--- src/rtl/core/srx_pkg.sv ---
// ============================================================================
// srx_pkg
// Shared types, codes and helper functions for the serial frame receiver.
// ============================================================================
package srx_pkg;

   localparam logic [7:0]  PREAMBLE_RESET    = 8'h7E;
   localparam logic [7:0]  MAX_PAYLOAD_RESET = 8'd248;
   localparam logic [31:0] CRC_POLY          = 32'h04C11DB7;
   localparam int          FIFO_DEPTH        = 4;
   localparam int          FIFO_PTR_W        = $clog2(FIFO_DEPTH);
   localparam int          FIFO_CNT_W        = $clog2(FIFO_DEPTH + 1);

   // Configuration register indexes
   localparam logic CSR_PREAMBLE    = 1'b0;
   localparam logic CSR_MAX_PAYLOAD = 1'b1;

   // Result kinds
   localparam logic [1:0] KIND_PAYLOAD  = 2'd0;
   localparam logic [1:0] KIND_FRAME    = 2'd1;
   localparam logic [1:0] KIND_SIZE_ERR = 2'd2;

   // Header byte positions
   localparam logic [7:0] HDR_SIZE_POS = 8'd4;
   localparam logic [7:0] HDR_DEST_POS = 8'd5;

   typedef enum logic [1:0] {
      PH_HUNT,
      PH_HEADER,
      PH_PAYLOAD
   } phase_type;

   typedef struct packed {
      logic [1:0]  kind;
      logic [7:0]  data_byte;
      logic [31:0] frame_crc;
      logic [31:0] computed_crc;
      logic        crc_ok;
      logic [7:0]  frame_size;
      logic [7:0]  dest_addr;
      logic [7:0]  src_addr;
      logic        last;
   } result_type;

   // Up to two results produced by one bit, in delivery order.
   typedef struct packed {
      logic [1:0] count;
      result_type first;
      result_type second;
   } push_type;

   // One MSB-first CRC-32 step for a single data bit.
   function automatic logic [31:0] crc_bit_step(input logic [31:0] crc, input logic data);
      logic [31:0] shifted;
      shifted = {crc[30:0], 1'b0};
      return (crc[31] ^ data) ? (shifted ^ CRC_POLY) : shifted;
   endfunction

   function automatic logic [31:0] swap32(input logic [31:0] v);
      return {v[7:0], v[15:8], v[23:16], v[31:24]};
   endfunction

endpackage

--- src/rtl/core/serial_frame_receiver_crc32_top.sv ---
// A bit is held in the input register until the queue has room; its results
// are then written into the result queue, and rsp offers them from there.
// Throughput: one bit per cycle; the four-item result queue sets when req stalls.
// A new bit is stalled only while the held bit waits for room for two items.
// Reset is synchronous and active high: hunting, all counters and CRCs zero,
// preamble 0x7E and payload limit 248; the queue empties.
// ============================================================================
// serial_frame_receiver_crc32_top
// Synchronous serial deframer with CRC-32 check, one data bit per item.
// ============================================================================
module serial_frame_receiver_crc32_top (
   input  logic        clock,
   input  logic        reset,
   // Input channel: one sampled data bit per item.
   input  logic        req_valid,
   output logic        req_stall,
   input  logic        req_data_bit,
   // Result channel.
   output logic        rsp_valid,
   input  logic        rsp_stall,
   output logic [1:0]  rsp_kind,
   output logic [7:0]  rsp_data_byte,
   output logic [31:0] rsp_frame_crc,
   output logic [31:0] rsp_computed_crc,
   output logic        rsp_crc_ok,
   output logic [7:0]  rsp_frame_size,
   output logic [7:0]  rsp_dest_addr,
   output logic [7:0]  rsp_src_addr,
   output logic        rsp_last,
   // Configuration write port.
   input  logic        csr_valid,
   output logic        csr_ready,
   input  logic        csr_index,
   input  logic [7:0]  csr_data
);

   // The input register holds one bit. It is handed to the deframer in the
   // following cycle provided the result queue can take two items, which is
   // the most a single bit can produce (the last payload byte plus the frame
   // result). While the deframer may take it, a new bit is accepted in the
   // same cycle, so the block sustains one bit per cycle.
   logic bit_ff, bit_in;
   logic valid_ff, valid_in;
   logic [7:0] preamble_ff, preamble_in;
   logic [7:0] max_payload_ff, max_payload_in;

   logic                room;
   logic                consume;
   logic                accept;
   srx_pkg::push_type   push;
   srx_pkg::result_type out_item;
   logic                out_pop;

   assign consume   = valid_ff && room;
   assign req_stall = valid_ff && !room;
   assign accept    = req_valid && !req_stall;

   always_comb begin
      valid_in = valid_ff;
      bit_in   = bit_ff;
      if (accept) begin
         valid_in = 1'b1;
         bit_in   = req_data_bit;
      end else if (consume) begin
         valid_in = 1'b0;
      end
   end

   // Configuration registers are always ready; writes must arrive only while idle, which the block does not enforce.
   assign csr_ready = 1'b1;

   always_comb begin
      preamble_in    = preamble_ff;
      max_payload_in = max_payload_ff;
      if (csr_valid && csr_ready) begin
         unique case (csr_index)
            srx_pkg::CSR_PREAMBLE:    preamble_in    = csr_data;
            srx_pkg::CSR_MAX_PAYLOAD: max_payload_in = csr_data;
            default:                  preamble_in    = preamble_ff;
         endcase
      end
   end

   always_ff @(posedge clock) begin
      if (reset) begin
         valid_ff       <= 1'b0;
         preamble_ff    <= srx_pkg::PREAMBLE_RESET;
         max_payload_ff <= srx_pkg::MAX_PAYLOAD_RESET;
      end else begin
         valid_ff       <= valid_in;
         preamble_ff    <= preamble_in;
         max_payload_ff <= max_payload_in;
      end
   end

   always_ff @(posedge clock) begin
      bit_ff <= bit_in;
   end

   // The deframer advances its state by one bit per consumed item and
   // reports any results straight into the queue.
   srx_deframer u_deframer (
      .clock       (clock),
      .reset       (reset),
      .step_en     (consume),
      .step_bit    (bit_ff),
      .preamble    (preamble_ff),
      .max_payload (max_payload_ff),
      .push        (push)
   );

   // The queue decouples the two sides: bits keep flowing while finished
   // results wait for the receiver.
   assign out_pop = rsp_valid && !rsp_stall;

   srx_result_fifo u_result_fifo (
      .clock     (clock),
      .reset     (reset),
      .push      (push),
      .room      (room),
      .out_valid (rsp_valid),
      .out_pop   (out_pop),
      .out_item  (out_item)
   );

   assign rsp_kind         = out_item.kind;
   assign rsp_data_byte    = out_item.data_byte;
   assign rsp_frame_crc    = out_item.frame_crc;
   assign rsp_computed_crc = out_item.computed_crc;
   assign rsp_crc_ok       = out_item.crc_ok;
   assign rsp_frame_size   = out_item.frame_size;
   assign rsp_dest_addr    = out_item.dest_addr;
   assign rsp_src_addr     = out_item.src_addr;
   assign rsp_last         = out_item.last;

endmodule

--- src/rtl/core/srx_deframer.sv ---
// ============================================================================
// srx_deframer
// Frame state machine: preamble hunt, header capture, payload and CRC-32.
// ============================================================================
module srx_deframer (
   input  logic              clock,
   input  logic              reset,
   input  logic              step_en,
   input  logic              step_bit,
   input  logic [7:0]        preamble,
   input  logic [7:0]        max_payload,
   output srx_pkg::push_type push
);

   srx_pkg::phase_type phase_ff, phase_in;
   logic [7:0]  window_ff, window_in;
   logic [2:0]  bit_count_ff, bit_count_in;
   logic [7:0]  byte_count_ff, byte_count_in;
   logic [7:0]  partial_ff, partial_in;
   logic [31:0] crc_rx_ff, crc_rx_in;
   logic [31:0] crc_run_ff, crc_run_in;
   logic [7:0]  size_ff, size_in;
   logic [7:0]  dest_ff, dest_in;
   logic [7:0]  src_ff, src_in;

   logic [7:0]  window_shift;
   logic [7:0]  byte_val;
   logic        byte_done;
   logic        crc_active;
   logic [31:0] crc_step;
   logic [7:0]  payload_len;
   logic        size_bad;
   logic        in_header;
   logic        in_payload;

   assign in_header    = (phase_ff == srx_pkg::PH_HEADER);
   assign in_payload   = (phase_ff == srx_pkg::PH_PAYLOAD);
   assign window_shift = {window_ff[6:0], step_bit};
   assign byte_val     = {partial_ff[6:0], step_bit};
   assign byte_done    = (bit_count_ff == 3'd7);
   // Destination, source and payload bytes feed the CRC one bit at a time.
   assign crc_active   = in_payload || (in_header && byte_count_ff >= srx_pkg::HDR_DEST_POS);
   assign crc_step     = srx_pkg::crc_bit_step(crc_run_ff, step_bit);
   assign payload_len  = size_ff - 8'd2;
   assign size_bad     = (size_ff < 8'd2) || (payload_len > max_payload);

   // Next phase.
   always_comb begin
      phase_in = phase_ff;
      if (step_en) begin
         unique case (phase_ff)
            srx_pkg::PH_HEADER: begin
               if (byte_done && byte_count_ff > srx_pkg::HDR_DEST_POS) begin
                  if (size_bad || size_ff == 8'd2) begin
                     phase_in = srx_pkg::PH_HUNT;
                  end else begin
                     phase_in = srx_pkg::PH_PAYLOAD;
                  end
               end
            end
            srx_pkg::PH_PAYLOAD: begin
               if (byte_done && (byte_count_ff + 8'd1) >= payload_len) begin
                  phase_in = srx_pkg::PH_HUNT;
               end
            end
            default: begin
               if (window_shift == preamble) begin
                  phase_in = srx_pkg::PH_HEADER;
               end
            end
         endcase
      end
   end

   // Datapath and results.
   always_comb begin
      window_in     = window_ff;
      bit_count_in  = bit_count_ff;
      byte_count_in = byte_count_ff;
      partial_in    = partial_ff;
      crc_rx_in     = crc_rx_ff;
      crc_run_in    = crc_run_ff;
      size_in       = size_ff;
      dest_in       = dest_ff;
      src_in        = src_ff;
      push          = '0;
      if (step_en) begin
         unique case (phase_ff) inside
            srx_pkg::PH_HEADER, srx_pkg::PH_PAYLOAD: begin
               bit_count_in = bit_count_ff + 3'd1;
               partial_in   = byte_done ? 8'd0 : byte_val;
               if (crc_active) begin
                  crc_run_in = crc_step;
               end
               if (byte_done && in_header) begin
                  byte_count_in = byte_count_ff + 8'd1;
                  if (byte_count_ff < srx_pkg::HDR_SIZE_POS) begin
                     case (byte_count_ff[1:0])
                        2'd0:    crc_rx_in[7:0]   = byte_val;
                        2'd1:    crc_rx_in[15:8]  = byte_val;
                        2'd2:    crc_rx_in[23:16] = byte_val;
                        default: crc_rx_in[31:24] = byte_val;
                     endcase
                  end else if (byte_count_ff == srx_pkg::HDR_SIZE_POS) begin
                     size_in = byte_val;
                  end else if (byte_count_ff == srx_pkg::HDR_DEST_POS) begin
                     dest_in = byte_val;
                  end else begin
                     src_in                    = byte_val;
                     byte_count_in             = 8'd0;
                     push.first.frame_crc      = crc_rx_ff;
                     push.first.frame_size     = size_ff;
                     push.first.dest_addr      = dest_ff;
                     push.first.src_addr       = byte_val;
                     push.first.last           = 1'b1;
                     if (size_bad) begin
                        push.count      = 2'd1;
                        push.first.kind = srx_pkg::KIND_SIZE_ERR;
                        window_in       = 8'd0;
                     end else if (size_ff == 8'd2) begin
                        push.count              = 2'd1;
                        push.first.kind         = srx_pkg::KIND_FRAME;
                        push.first.computed_crc = srx_pkg::swap32(crc_step);
                        push.first.crc_ok       = (srx_pkg::swap32(crc_step) == crc_rx_ff);
                        window_in               = 8'd0;
                     end
                  end
               end else if (byte_done) begin
                  byte_count_in        = byte_count_ff + 8'd1;
                  push.count           = 2'd1;
                  push.first.kind      = srx_pkg::KIND_PAYLOAD;
                  push.first.data_byte = byte_val;
                  if ((byte_count_ff + 8'd1) >= payload_len) begin
                     push.count               = 2'd2;
                     byte_count_in            = 8'd0;
                     window_in                = 8'd0;
                     push.second.kind         = srx_pkg::KIND_FRAME;
                     push.second.frame_crc    = crc_rx_ff;
                     push.second.computed_crc = srx_pkg::swap32(crc_step);
                     push.second.crc_ok       = (srx_pkg::swap32(crc_step) == crc_rx_ff);
                     push.second.frame_size   = size_ff;
                     push.second.dest_addr    = dest_ff;
                     push.second.src_addr     = src_ff;
                     push.second.last         = 1'b1;
                  end else begin
                     push.first.last = 1'b1;
                  end
               end
            end
            default: begin
               window_in = window_shift;
               if (window_shift == preamble) begin
                  bit_count_in  = 3'd0;
                  byte_count_in = 8'd0;
                  partial_in    = 8'd0;
                  crc_rx_in     = 32'd0;
                  crc_run_in    = 32'd0;
               end
            end
         endcase
      end
   end

   always_ff @(posedge clock) begin
      if (reset) begin
         phase_ff      <= srx_pkg::PH_HUNT;
         window_ff     <= 8'd0;
         bit_count_ff  <= 3'd0;
         byte_count_ff <= 8'd0;
         partial_ff    <= 8'd0;
         crc_rx_ff     <= 32'd0;
         crc_run_ff    <= 32'd0;
         size_ff       <= 8'd0;
         dest_ff       <= 8'd0;
         src_ff        <= 8'd0;
      end else begin
         phase_ff      <= phase_in;
         window_ff     <= window_in;
         bit_count_ff  <= bit_count_in;
         byte_count_ff <= byte_count_in;
         partial_ff    <= partial_in;
         crc_rx_ff     <= crc_rx_in;
         crc_run_ff    <= crc_run_in;
         size_ff       <= size_in;
         dest_ff       <= dest_in;
         src_ff        <= src_in;
      end
   end

endmodule

--- src/rtl/core/srx_result_fifo.sv ---
// ============================================================================
// srx_result_fifo
// Small result queue taking up to two items per cycle and giving one.
// ============================================================================
module srx_result_fifo (
   input  logic                clock,
   input  logic                reset,
   input  srx_pkg::push_type   push,
   output logic                room,
   output logic                out_valid,
   input  logic                out_pop,
   output srx_pkg::result_type out_item
);

   srx_pkg::result_type entry_ff [srx_pkg::FIFO_DEPTH];
   logic [srx_pkg::FIFO_PTR_W-1:0] wr_ptr_ff, wr_ptr_in;
   logic [srx_pkg::FIFO_PTR_W-1:0] rd_ptr_ff, rd_ptr_in;
   logic [srx_pkg::FIFO_CNT_W-1:0] count_ff, count_in;
   logic [srx_pkg::FIFO_PTR_W-1:0] wr_next;

   // Room for the worst case of two items from one bit.
   assign room      = (count_ff <= srx_pkg::FIFO_CNT_W'(srx_pkg::FIFO_DEPTH - 2));
   assign out_valid = (count_ff != '0);
   assign out_item  = entry_ff[rd_ptr_ff];
   assign wr_next   = wr_ptr_ff + 1'b1;

   always_comb begin
      wr_ptr_in = wr_ptr_ff + srx_pkg::FIFO_PTR_W'(push.count);
      rd_ptr_in = rd_ptr_ff + srx_pkg::FIFO_PTR_W'(out_pop);
      count_in  = count_ff + srx_pkg::FIFO_CNT_W'(push.count)
                  - srx_pkg::FIFO_CNT_W'(out_pop);
   end

   always_ff @(posedge clock) begin
      if (push.count != 2'd0) begin
         entry_ff[wr_ptr_ff] <= push.first;
      end
      if (push.count == 2'd2) begin
         entry_ff[wr_next] <= push.second;
      end
   end

   always_ff @(posedge clock) begin
      if (reset) begin
         wr_ptr_ff <= '0;
         rd_ptr_ff <= '0;
         count_ff  <= '0;
      end else begin
         wr_ptr_ff <= wr_ptr_in;
         rd_ptr_ff <= rd_ptr_in;
         count_ff  <= count_in;
      end
   end

endmodule

--- config.mk ---
export PLATFORM = sky130hd
export DESIGN_NAME = serial_frame_receiver_crc32_top
export DESIGN_NICKNAME = d
export VERILOG_FILES = /design/src/rtl/core/srx_pkg.sv /design/src/rtl/core/serial_frame_receiver_crc32_top.sv /design/src/rtl/core/srx_deframer.sv /design/src/rtl/core/srx_result_fifo.sv
export SDC_FILE = /design/constraint.sdc
export NUM_CORES = 1
export LEC_CHECK = 0
export BUFFER_PORTS_ARGS = -buffer_cell sky130_fd_sc_hd__buf_2
export CAP_MARGIN = 25
export CORE_MARGIN = 4
export CORE_UTILIZATION = 60
export DETAILED_ROUTE_END_ITERATION = 8
export HOLD_SLACK_MARGIN = 0.03
export PLACE_DENSITY = 0.78
export SLEW_MARGIN = 5
export SYNTH_ARGS = -nofsm -noshare
export SYNTH_HDL_FRONTEND = slang
export SYNTH_SLANG_ARGS = --single-unit
--- constraint.sdc ---
create_clock -name clock -period 7.6 [get_ports clock]
set_input_delay 1.14 -clock clock [delete_from_list [all_inputs] [get_ports clock]]
set_output_delay 1.14 -clock clock [all_outputs]
set_load 0.01 [all_outputs]
# Word level (Yosys, flattened, before mapping)
# Memory sizes are Yosys's and may differ from the RTL's. A register that Yosys moved wholly into a read port is not among the register bits.
# Cells that the tools add are included.
[classes]
n_addsub = 8
n_mul = 0
div = 0
magnitude_cmp = 7
eq_ne = 26
shift = 0
mux = 71
bitwise = 6
n_reduce_logical = 36
[ops]
columns = ["operator", "count"]
rows = [
  ["$mux W90", 8],
  ["$mux W104", 2],
  ["$mux W32", 6],
  ["$mux W8", 13],
  ["$mux W89", 1],
  ["$mux W7", 11],
  ["$mux W33", 2],
  ["$eq A32 B32 Y1", 1],
  ["$mux W27", 1],
  ["$reduce_and A5 Y1", 5],
  ["$mux W4", 5],
  ["$eq A8 B3 Y1 const B", 2],
  ["$mux W2", 7],
  ["$not A14 Y14", 1],
  ["$mux W12", 1],
  ["$mux W3", 4],
  ["$ne A2 B2 Y1 const B", 6],
  ["$reduce_and A6 Y1", 2],
  ["$mux W1", 9],
  ["$ne A3 B3 Y1 const B", 3],
  ["$add A8 B1 Y8 const B", 1],
  ["$eq A8 B2 Y1 const B", 1],
  ["$eq A8 B8 Y1", 1],
  ["$ge A8 B3 Y1 const B", 1],
  ["other kinds (34)", 60],
]
[totals]
ff_bits = 140
latch_bits = 0
mem_bits_rw = 400
rom_bits = 0
word_cells = 175
mem_count = 1
[memory_table]
columns = ["name", "depth", "word_bits", "rd", "rd_clocked_by_memory_dff", "wr", "line_no", "rtl"]
rows = [
  ["u_result_fifo.entry_ff", 4, 100, 1, 1, 2, "srx_result_fifo.sv:15", "srx_pkg::result_type entry_ff [srx_pkg::FIFO_DEPTH];"],
]

# Longest topological paths before layout
# Gate-level depths: netlist of run 1.
[logic_depth]
ltp_word = 14
depth_mapped = 18

# By module
# A second synthesis of run 1 with hierarchy kept.
[unflattened]
hier_cells = 2013
hier_area_um2 = 28474.8
[by_module_without_submodules]
columns = ["module", "n_inst", "cells_per_inst", "area_per_inst_um2", "seq_area_each_um2"]
rows = [
  ["srx_result_fifo", 1, 1010, 20532.2, 12151.7],
  ["srx_deframer", 1, 926, 7139.3, 2302.2],
  ["serial_frame_receiver_crc32_top", 1, 77, 803.3, 370.4],
]

# Worst setup path after synthesis of run 1
# Ideal clock, no wire load.
[synth_path]
kind = "register to register"
start = "reg u_deframer.byte_count_ff[3]"
end = "mem u_result_fifo.entry_ff[0][0] in the netlist's numbering, enable pin"
t_arrival_ns = 4.857
path_slack_ns = 1.645
stages_incl_launch_ff = 14
n_path_buf = 3
period_less_slack_ns = 5.955
cell_sequence = "dfxtp_1 clkbuf_1 nand3_1 and2_1 or2_2 ha_1 a21oi_1 o21a_1 o31a_1 or3_1 nand2b_1 clkbuf_1 buf_1 nand3_1"
[synth_lines]
columns = ["item", "line_no", "rtl"]
rows = [
  ["from (decl)", "srx_deframer.sv:18", "logic [7:0] byte_count_ff, byte_count_in;"],
  ["from (signal assigned)", "srx_deframer.sv:180", "byte_count_ff <= byte_count_in;"],
  ["to (decl)", "srx_result_fifo.sv:15", ""],
]

==> results of run 1 <==
[worst min path at each step]
stage                                                      end  slack [ns]  depth (start not counted)
floorplan           u_result_fifo.entry_ff[1][90]$_SDFFE_PP0P_        0.43                          1
global placement    u_result_fifo.entry_ff[1][94]$_SDFFE_PP0P_        0.44                          1
detailed placement  u_result_fifo.entry_ff[1][95]$_SDFFE_PP0P_        0.45                          1
CTS                 u_result_fifo.entry_ff[2][95]$_SDFFE_PP0P_        0.46                          2
global route                    max_payload_ff[4]$_SDFFE_PP1P_        0.48                          1
finish              u_result_fifo.entry_ff[2][95]$_SDFFE_PP0P_        0.46                          2
[flip-flops by register name (all words and copies together) (netlist names), 7 cells and up]
name / cells
u_result_fifo.entry_ff: 400
u_deframer.crc_run_ff: 32
u_deframer.crc_rx_ff: 32
max_payload_ff: 8
preamble_ff: 8
u_deframer.byte_count_ff: 8
u_deframer.dest_ff: 8
u_deframer.size_ff: 8
u_deframer.src_ff: 8
u_deframer.partial_ff: 7
u_deframer.window_ff: 7
[final cells by class]
type                            count  area, um2
Fill cell                        2817      12800
Multi-Input combinational cell   1213       9490
Clock inverter                     34        362
Inverter                           36        136
Antenna cell                        1       2.50
Clock buffer                       65       1430
Sequential cell                   540      14500
Tap cell                          525        657
Timing Repair Buffer              147        872
[cell usage after synthesis, types with 6 or more instances]
master,instances,share of area
or2_2,7,0.0018
nand2_1,149,0.023
edfxtp_1,365,0.45
o2111ai_1,7,0.0025
nand2b_1,12,0.0030
mux4_2,100,0.091
buf_1,24,0.0037
a21oi_4,6,0.0040
nor2b_1,54,0.014
or3_1,15,0.0038
dfxtp_1,175,0.14
and3_1,8,0.0020
and4_1,34,0.012
and2_1,101,0.026
o2bb2ai_1,9,0.0032
nand3_1,47,0.0096
a21boi_0,89,0.027
nor3_1,14,0.0028
a21oi_1,88,0.018
a21o_1,11,0.0034
buf_2,19,0.0039
a211o_1,6,0.0021
a22oi_1,9,0.0027
nand4_1,12,0.0030
inv_1,33,0.0050
nor4_1,6,0.0015
mux2i_1,77,0.031
nor2_1,165,0.025
nand3b_1,6,0.0018
xor2_1,25,0.0089
xnor2_1,39,0.014
o21ai_0,23,0.0047
o22ai_1,8,0.0020
clkbuf_1,88,0.013
ha_1,29,0.015
[layer usage]
metal	global-route usage	vias to the layer above	wire length, um
li1	-	7225	-
met2	0.456	650	30100
met5	0	-	0
met1	0.353	7982	23100
met4	0.0919	0	1930
met3	0.0408	135	4280
[worst max-delay path, delay by kind of cell (launching register included)]
family	cells	cell delay, ns
DFF	1	0.46
and+or+nand+nor	7	3.07
adders and majority gates	2	0.55
buffers and inverters	1	0.40
AOI/OAI and AO/OA	2	0.62
[logic make-up after synthesis]
group / Yosys count
mux: 179
simple gates: 649
fa+ha+maj: 30
flops: 540
compound gates: 289
buf+inv: 175
other cells: 1
xor+xnor: 65
[through the flow]
stage | cell area [um2] | hold slack (ns) | setup WS [ns]
6_report | 27400 | 0.461 | 2.14
5_1_grt | 27400 | 0.482 | 1.82
4_1_cts | 27400 | 0.463 | 2.20
3_5_place_dp | 25600 | 0.447 | 2.21
3_3_place_gp | 25600 | 0.440 | 2.39
2_1_floorplan | 24600 | 0.428 | 1.64
[power groups by stage]
stage          Clock, W  Combinational, W  Sequential (W)
3_3_place_gp          0           0.00143         0.00324
4_1_cts         0.00272           0.00144         0.00317
5_1_grt         0.00284           0.00152         0.00317
6_report        0.00269           0.00142         0.00317
2_1_floorplan         0          0.000980         0.00319
3_5_place_dp          0           0.00144         0.00323
==> key figures, run 1 <==
Outcome
  – Status: completed

Floorplanning
  – Core area: 40,200 um2
  – Die Wd: 211 um
  – Die Footprint: 44,300 um2
  – IO Pins: 118
  – Num rows: 73
  – Die H: 211 um
  – Initial core utilization: 0.612

Routing
  – DR DRC count: 0
  – Drt pass-1 iters: 6
  – Post-DRT Antenna Nets: 0
  – Drt wl/cell: 23.2 um
  – Vias per inst: 6.24
  – Initial DRC Count: between 1,000 and 1,500
  – Post-Route WL: 59.5 mm
  – DR vias: 16,000

Synthesis
  – Syn nets: roughly 2,000
  – Number of synthesized flops with an enable pin: between 300 and 400
  – Synth Cell Area: approximately 25,000 um2
  – Leading register cell type out of synthesis: edfxtp_1
  – Sequential share of the synthesized area: 0.588
  – Post-Synth Adder-Cell Area: 0.0156
  – Synth Area in Compound Gates: 0.0831
  – Largest family of logic cells by synthesized area: simple AND/OR/NAND/NOR gates
  – Synth async-reset ratio: 0
  – Post-Synth XOR/XNOR Area: 0.0234
  – Mux contribution to synthesized area: 0.124
  – Yosys cell types: 76
  – Synthesized instance count: just under 2,000
  – Syn Area/Cell: roughly 13 um2
  – Synth warn: 0
  – Yosys reg bits: 540
  – Simple-gate area share of the yosys netlist: 0.137

Cells and area
  – Net count, final: 2,036
  – Non-Filler Instances: roughly 2,600
  – Fin util: 0.682
  – Most frequent cells in the layout: edfxtp_1 (365), dfxtp_1 (173), nor2_1 (165), nand2_1 (147), buf_2 (115)
  – Commonest non-fill, non-tap cell in the layout: edfxtp_1
  – Area Growth Syn to Fin: 11.4%
  – Share of cells above drive strength 1: 0.189

Setup path
  – R2R cell count: 12
  – WS Path Type: flop to flop
  – Critical Path, Cell by Cell: ha_1 -> nand3_1 -> and2_1 -> or2_2 -> ha_1 -> nand4_1 -> o31a_1 -> nor2_2 -> and3_1 -> a31oi_4 -> nand2_4 -> buf_4
  – Reg2Reg Setup Slack: 2.14 ns
  – RR Endpoint: u_result_fifo.entry_ff[3][32]$_DFFE_PP_
  – Crit path from: u_deframer.byte_count_ff[0]$_SDFFE_PP0P_
  – Required @ worst endpoint: 7.90 ns
  – Critical Path Source Type: flop
  – Crit end category: flop
  – Setup crit end: u_result_fifo.entry_ff[3][32]$_DFFE_PP_
  – Arr. time, crit path: 5.76 ns
  – Crit path max-delay cell type: nand2_4
  – Worst r2r src: u_deframer.byte_count_ff[0]$_SDFFE_PP0P_
  – Crit path largest cell delay: 0.88 ns
  – Most frequent CP cell: ha_1
  – Crit-path max FO: 63

GRT
  – First-pass GRT wire length: 92.9 mm
  – Largest net degree at the start of global routing: 95
  – Vias in the first global route: 16,200
  – Residual overflow from global routing: 0
  – Antenna violations before repair: 0
  – Gr usage total: 0.267

Placement
  – HPWL Detailed: between 30 and 40 mm
  – I/O Buffers: 116
  – GP Congestion: 0.920
  – Placed Cells: 2,459

Timing
  – Final hold violation count: 0
  – Slew at the pin closest to its max-slew limit: 1.04 ns
  – Setup TNS: 0 ns
  – Final Max Tran Viols: 0
  – Fmax: approximately 180 MHz
  – RSZ-0062 raised after global routing: no
  – Clock Skew: between 0.02 and 0.025 ns
  – Final Setup Violations: 0
  – Tcrit/Tclk final: 0.718
  – Relative slew slack: 0.304
  – Minimum clock period: around 5.5 ns

CTS
  – H-tree Lvls: 2
  – Post-CTS Setup Bufs: 0
  – Clk root buf: clkbuf_16
  – Reg clk slew, reported paths: 0.06 ns
  – Clock sink count: 540
  – Clock buffer depth: 3
  – Number of buffers created by CTS: 53
  – CTS tree: built
  – # resized after CTS: 0
  – CTS Hold Bufs: 0
  – Clock Latency Late Sink: 0.61 ns

Power
  – Power, Total: ~0.0073 W
  – Worst vdd rail ir drop: 220 uV
  – Sw Ratio: 0.257
  – Psw: approximately 0.0019 W
  – Leakage: 9.57 nW
  – Int Pwr: about 0.0054 W
  – Clock share of power: 0.369
  – Cell Pwr Density: 266 nW/um2
  – Reg power frac: 0.436
  – Comb power frac: 0.195

Min path
  – Hold Crit Class: flop to flop
  – Startpoint of the worst hold path: u_result_fifo.entry_ff[2][95]$_SDFFE_PP0P_

Flow run
  – Max Cap Viol: 0
No activity file was read; power rests on OpenSTA's default activity.
==> inputs of run 2 (changes only) <==
--- a/config.mk
+++ b/config.mk
@@ -5,13 +5,14 @@
 export SDC_FILE = /design/constraint.sdc
 export NUM_CORES = 1
 export LEC_CHECK = 0
+export ABC_AREA = 1
 export BUFFER_PORTS_ARGS = -buffer_cell sky130_fd_sc_hd__buf_2
 export CAP_MARGIN = 25
 export CORE_MARGIN = 4
-export CORE_UTILIZATION = 60
+export CORE_UTILIZATION = 56
 export DETAILED_ROUTE_END_ITERATION = 8
 export HOLD_SLACK_MARGIN = 0.03
-export PLACE_DENSITY = 0.78
+export PLACE_DENSITY = 0.77
 export SLEW_MARGIN = 5
 export SYNTH_ARGS = -nofsm -noshare
 export SYNTH_HDL_FRONTEND = slang
==> constraint.sdc (replaced) <==
create_clock -name clock -period 4.63 [get_ports clock]
set_input_delay 0.6945 -clock clock [delete_from_list [all_inputs] [get_ports clock]]
set_output_delay 0.6945 -clock clock [all_outputs]
set_load 0.01 [all_outputs]
==> run 2 against run 1 <==
Register-to-register slack got worse by 1.7 ns; worst hold slack got worse by 0.19 ns; utilization fell by 4.5 points; critical path type unchanged; critical endpoint is now u_result_fifo.entry_ff[1][35]$_DFFE_PP_; largest power group unchanged; highest routed layer unchanged.
==> key figures, run 2 <==
Synthesis
  – Yosys reg bits: 540 (unchanged)
  – Post-synth top cells: nor2_1 (684), edfxtp_1 (365), o21ai_0 (301)
  – Syn Area/Cell: 9.30 um2 (-27%)
  – Sequential share of the synthesized area: 0.600 (+0.0124)
  – Syn nets: 2,637 (+34%)
  – Synthesized instance count: 2,592 (+34%)
  – Synth warn: 0 (unchanged)
  – Share of the synthesized area in the top cell type: 0.455 (+0.00936)
  – Leading register cell type out of synthesis: edfxtp_1
  – Largest area contributor in the synthesized netlist: edfxtp_1
  – Number of synthesized flops with an enable pin: 365 (unchanged)
  – Synth async-reset ratio: 0 (unchanged)
  – Yosys cell types: 45 (-41%)
  – Synth top area cells: edfxtp_1 (45%), dfxtp_1 (15%), nor2_1 (11%)
  – Synth Cell Area: 24,100 um2 (-2.1%)
  – Most common cell in the synthesized netlist: nor2_1

Setup path
  – Critical Path Source Type: flop
  – Most frequent CP cell: inv_1
  – Crit path max-delay cell type: buf_4
  – Worst r2r src: u_deframer.size_ff[1]$_SDFFE_PP0P_
  – Critical Path, Cell by Cell: inv_1 -> ha_1 -> inv_1 -> nor2_1 -> nand3_1 -> xor2_1 -> inv_1 -> ha_1 -> nand2_1 -> nor2_1 -> nand4_1 -> nand2_1 -> nand4_2 -> nand2_4 -> nand3_4 -> nand2_4 -> buf_4
  – Crit path largest cell delay: 0.52 ns (-0.36 ns)
  – Crit path from: u_deframer.size_ff[1]$_SDFFE_PP0P_
  – Crit-path max FO: 42 (-33%)
  – Buf/Inv on CP: 4 (+3)
  – WS Path Type: flop to flop
  – Required @ worst endpoint: 4.85 ns (-3.05 ns)
  – Crit end category: flop
  – Arr. time, crit path: 4.38 ns (-1.38 ns)
  – CP delay by family, top: simple AND/OR/NAND/NOR gates

Cells and area
  – Share of cells above drive strength 1: 0.105 (-0.0835)
  – Most frequent cells in the layout: nor2_1 (684), edfxtp_1 (365), o21ai_0 (301), nand2_1 (238), dfxtp_1 (173)
  – Largest registers: u_result_fifo.entry_ff (400), u_deframer.crc_run_ff (32), u_deframer.crc_rx_ff (32)
  – Largest Register: u_result_fifo.entry_ff
  – Net count, final: 2,689 (+32%)
  – Area Growth Syn to Fin: 11.7%
  – Max FFs per register: 400 (unchanged)
  – Diodes inserted: 0 (-1)
  – Commonest non-fill, non-tap cell in the layout: nor2_1

Min path
  – Startpoint of the worst hold path: req_data_bit
  – Hold Crit Class: primary input to flop

CTS
  – Reg clk slew, reported paths: 0.06 ns (about the same)
  – Clock sink count: 540 (unchanged)
  – Clock Latency Late Sink: 0.61 ns (about the same)
  – Clock buffer depth: 3 (unchanged)
  – # resized after CTS: 0 (unchanged)
  – H-tree Lvls: 2 (unchanged)
  – Number of buffers created by CTS: 55 (+3.8%)
  – CTS tree: built
  – CTS Hold Bufs: 0 (unchanged)
  – Post-CTS Setup Bufs: 0 (unchanged)
  – Clk root buf: clkbuf_16

Floorplanning
  – Die Footprint: 46,400 um2 (+4.7%)
  – Num rows: 75 (+2.7%)
  – Initial core utilization: 0.571 (-0.0416)
  – Core area: 42,200 um2 (+5.1%)
  – Die H: 215 um (+2.3%)
  – Die Wd: 215 um (+2.3%)
  – IO Pins: 118 (unchanged)

Routing
  – Post-Route WL: 63.7 mm (+7.0%)
  – Drt pass-1 iters: 6 (unchanged)
  – DR DRC count: 0 (unchanged)
  – Vias per inst: 5.88 (-5.8%)
  – DR vias: 19,000 (+19%)
  – Drt wl/cell: 19.7 um (-15%)
  – Post-DRT Antenna Nets: 0 (unchanged)
  – Initial DRC Count: 2,038 (+42%)

Placement
  – Pre-CTS setup slack: 0.486 ns (-1.73 ns)
  – HPWL Detailed: 39.1 mm (+5.8%)
  – GP Congestion: 0.923 (+0.34%)
  – I/O Buffers: 116 (unchanged)

Timing
  – Final Setup Violations: 0 (unchanged)
  – Tcrit/Tclk final: 0.898 (+0.180)
  – Final hold violation count: 0 (unchanged)
  – Relative slew slack: 0.336 (+0.0327)
  – Minimum clock period: 4.16 ns (-1.30 ns)
  – Setup TNS: 0 ns (unchanged)
  – Fmax: 240 MHz (+31%)
  – Setup WS post-layout: 0.471 ns (-1.67 ns)
  – Clock Skew: 0.0224 ns (+0.00137 ns)
  – Slew at the pin closest to its max-slew limit: 0.995 ns (-0.0490 ns)
  – Final Max Tran Viols: 0 (unchanged)
  – RSZ-0062 raised after global routing: no

Power
  – Worst vdd rail ir drop: 505 uV (+130%)
  – Cell Pwr Density: 462 nW/um2 (+74%)
  – Power, Total: 0.0124 W (+71%)
  – Leakage: 10.4 nW (+8.5%)

Outcome
  – Status: completed

GRT
  – Residual overflow from global routing: 0 (unchanged)
  – Antenna violations before repair: 0 (unchanged)
  – Largest net degree at the start of global routing: 97 (+2.1%)
  – First-pass GRT wire length: 99.6 mm (+7.3%)
  – Gr usage total: 0.267 (about the same)
  – Vias in the first global route: 18,400 (+13%)

Flow run
  – Max Cap Viol: 0 (unchanged)
[run 2: cell count changes after synthesis, moves of 22 or more]
cell      previous run  this run
nand2_1            149       238
a21oi_1             88       161
clkbuf_1            88       110
inv_1               33       160
mux4_2             100         0
and2_1             101         0
nor2_1             165       684
o22ai_1              8       104
nor2b_1             54         0
o21ai_0             23       301
a21boi_0            89         0
mux2i_1             77         0
and4_1              34         0
[run 2: final cells by class]
class	count	area, um2
Fill cell	3409	15300
Sequential cell	540	14500
Inverter	168	633
Clock inverter	37	369
Timing Repair Buffer	153	1040
Multi-Input combinational cell	1726	8290
Clock buffer	66	1460
Tap cell	539	674
[run 2: cells by family (layout without fill, tap and decap cells)]
kind of cell             count (synthesis)  count (layout)  share of synthesized area
AND/OR/NAND/NOR                       1051            1051                      0.177
AO/OA/AOI/OAI                          597             597                      0.133
flip-flops                             540             540                      0.600
buffers and inverters                  326             424                     0.0571
XOR/XNOR                                47              47                     0.0171
adder cells (fa/ha/maj)                 30              30                     0.0159
other                                    1               1                   0.000156
[run 2: worst register-to-register path: stages, from the launching register on]
cell and delay, ns:
dfxtp_1 0.36, inv_1 0.19, ha_1 0.20, inv_1 0.04, nor2_1 0.19, nand3_1 0.13, xor2_1 0.20, inv_1 0.07
ha_1 0.29, nand2_1 0.07, nor2_1 0.14, nand4_1 0.09, nand2_1 0.16, nand4_2 0.30, nand2_4 0.26, nand3_4 0.26
nand2_4 0.24, buf_4 0.52
[run 2: per-layer routing]
| layer | global-route usage | share of wire | up-vias | wire length (um) |
|---|---|---|---|---|
| met2 | 0.457 | 0.49 | 864 | 31300 |
| met1 | 0.347 | 0.39 | 9072 | 25100 |
| met3 | 0.0383 | 0.077 | 156 | 4910 |
| li1 | - | - | 8892 | - |
| met4 | 0.104 | 0.038 | 0 | 2430 |
| met5 | 0 | 0 | - | 0 |
[run 2: metrics by stage]
step / cell area (um2) / util / hold slack, ns / instances
2_1_floorplan: 24100 / - / 0.435 / 2592
3_3_place_gp: 25000 / 0.592 / 0.455 / 3122
3_5_place_dp: 25100 / 0.594 / 0.462 / 3125
4_1_cts: 26900 / 0.637 / 0.244 / 3228
5_1_grt: 26900 / 0.638 / 0.255 / 3229
6_report: 26900 / 0.638 / 0.271 / 3229
[run 2: final timing paths]
kind	slack (ns)	cells after the start	end
setup reg to reg	0.47	17	u_result_fifo.entry_ff[1][35]$_DFFE_PP_
setup / recovery	0.47	17	u_result_fifo.entry_ff[1][35]$_DFFE_PP_
hold reg to reg	0.47	2	u_result_fifo.entry_ff[2][91]$_SDFFE_PP0P_
hold / removal	0.27	1	bit_ff$_DFFE_PP_
[run 2: report_power, final]
part	total, W	internal, W	leakage, nW	switching (W)
Clock	0.00451	0.00264	0.902	0.00187
Combinational	0.00275	0.000873	4.26	0.00187
Sequential	0.00519	0.00512	5.23	0.0000739
Total	0.0124	0.00863	10.4	0.00382
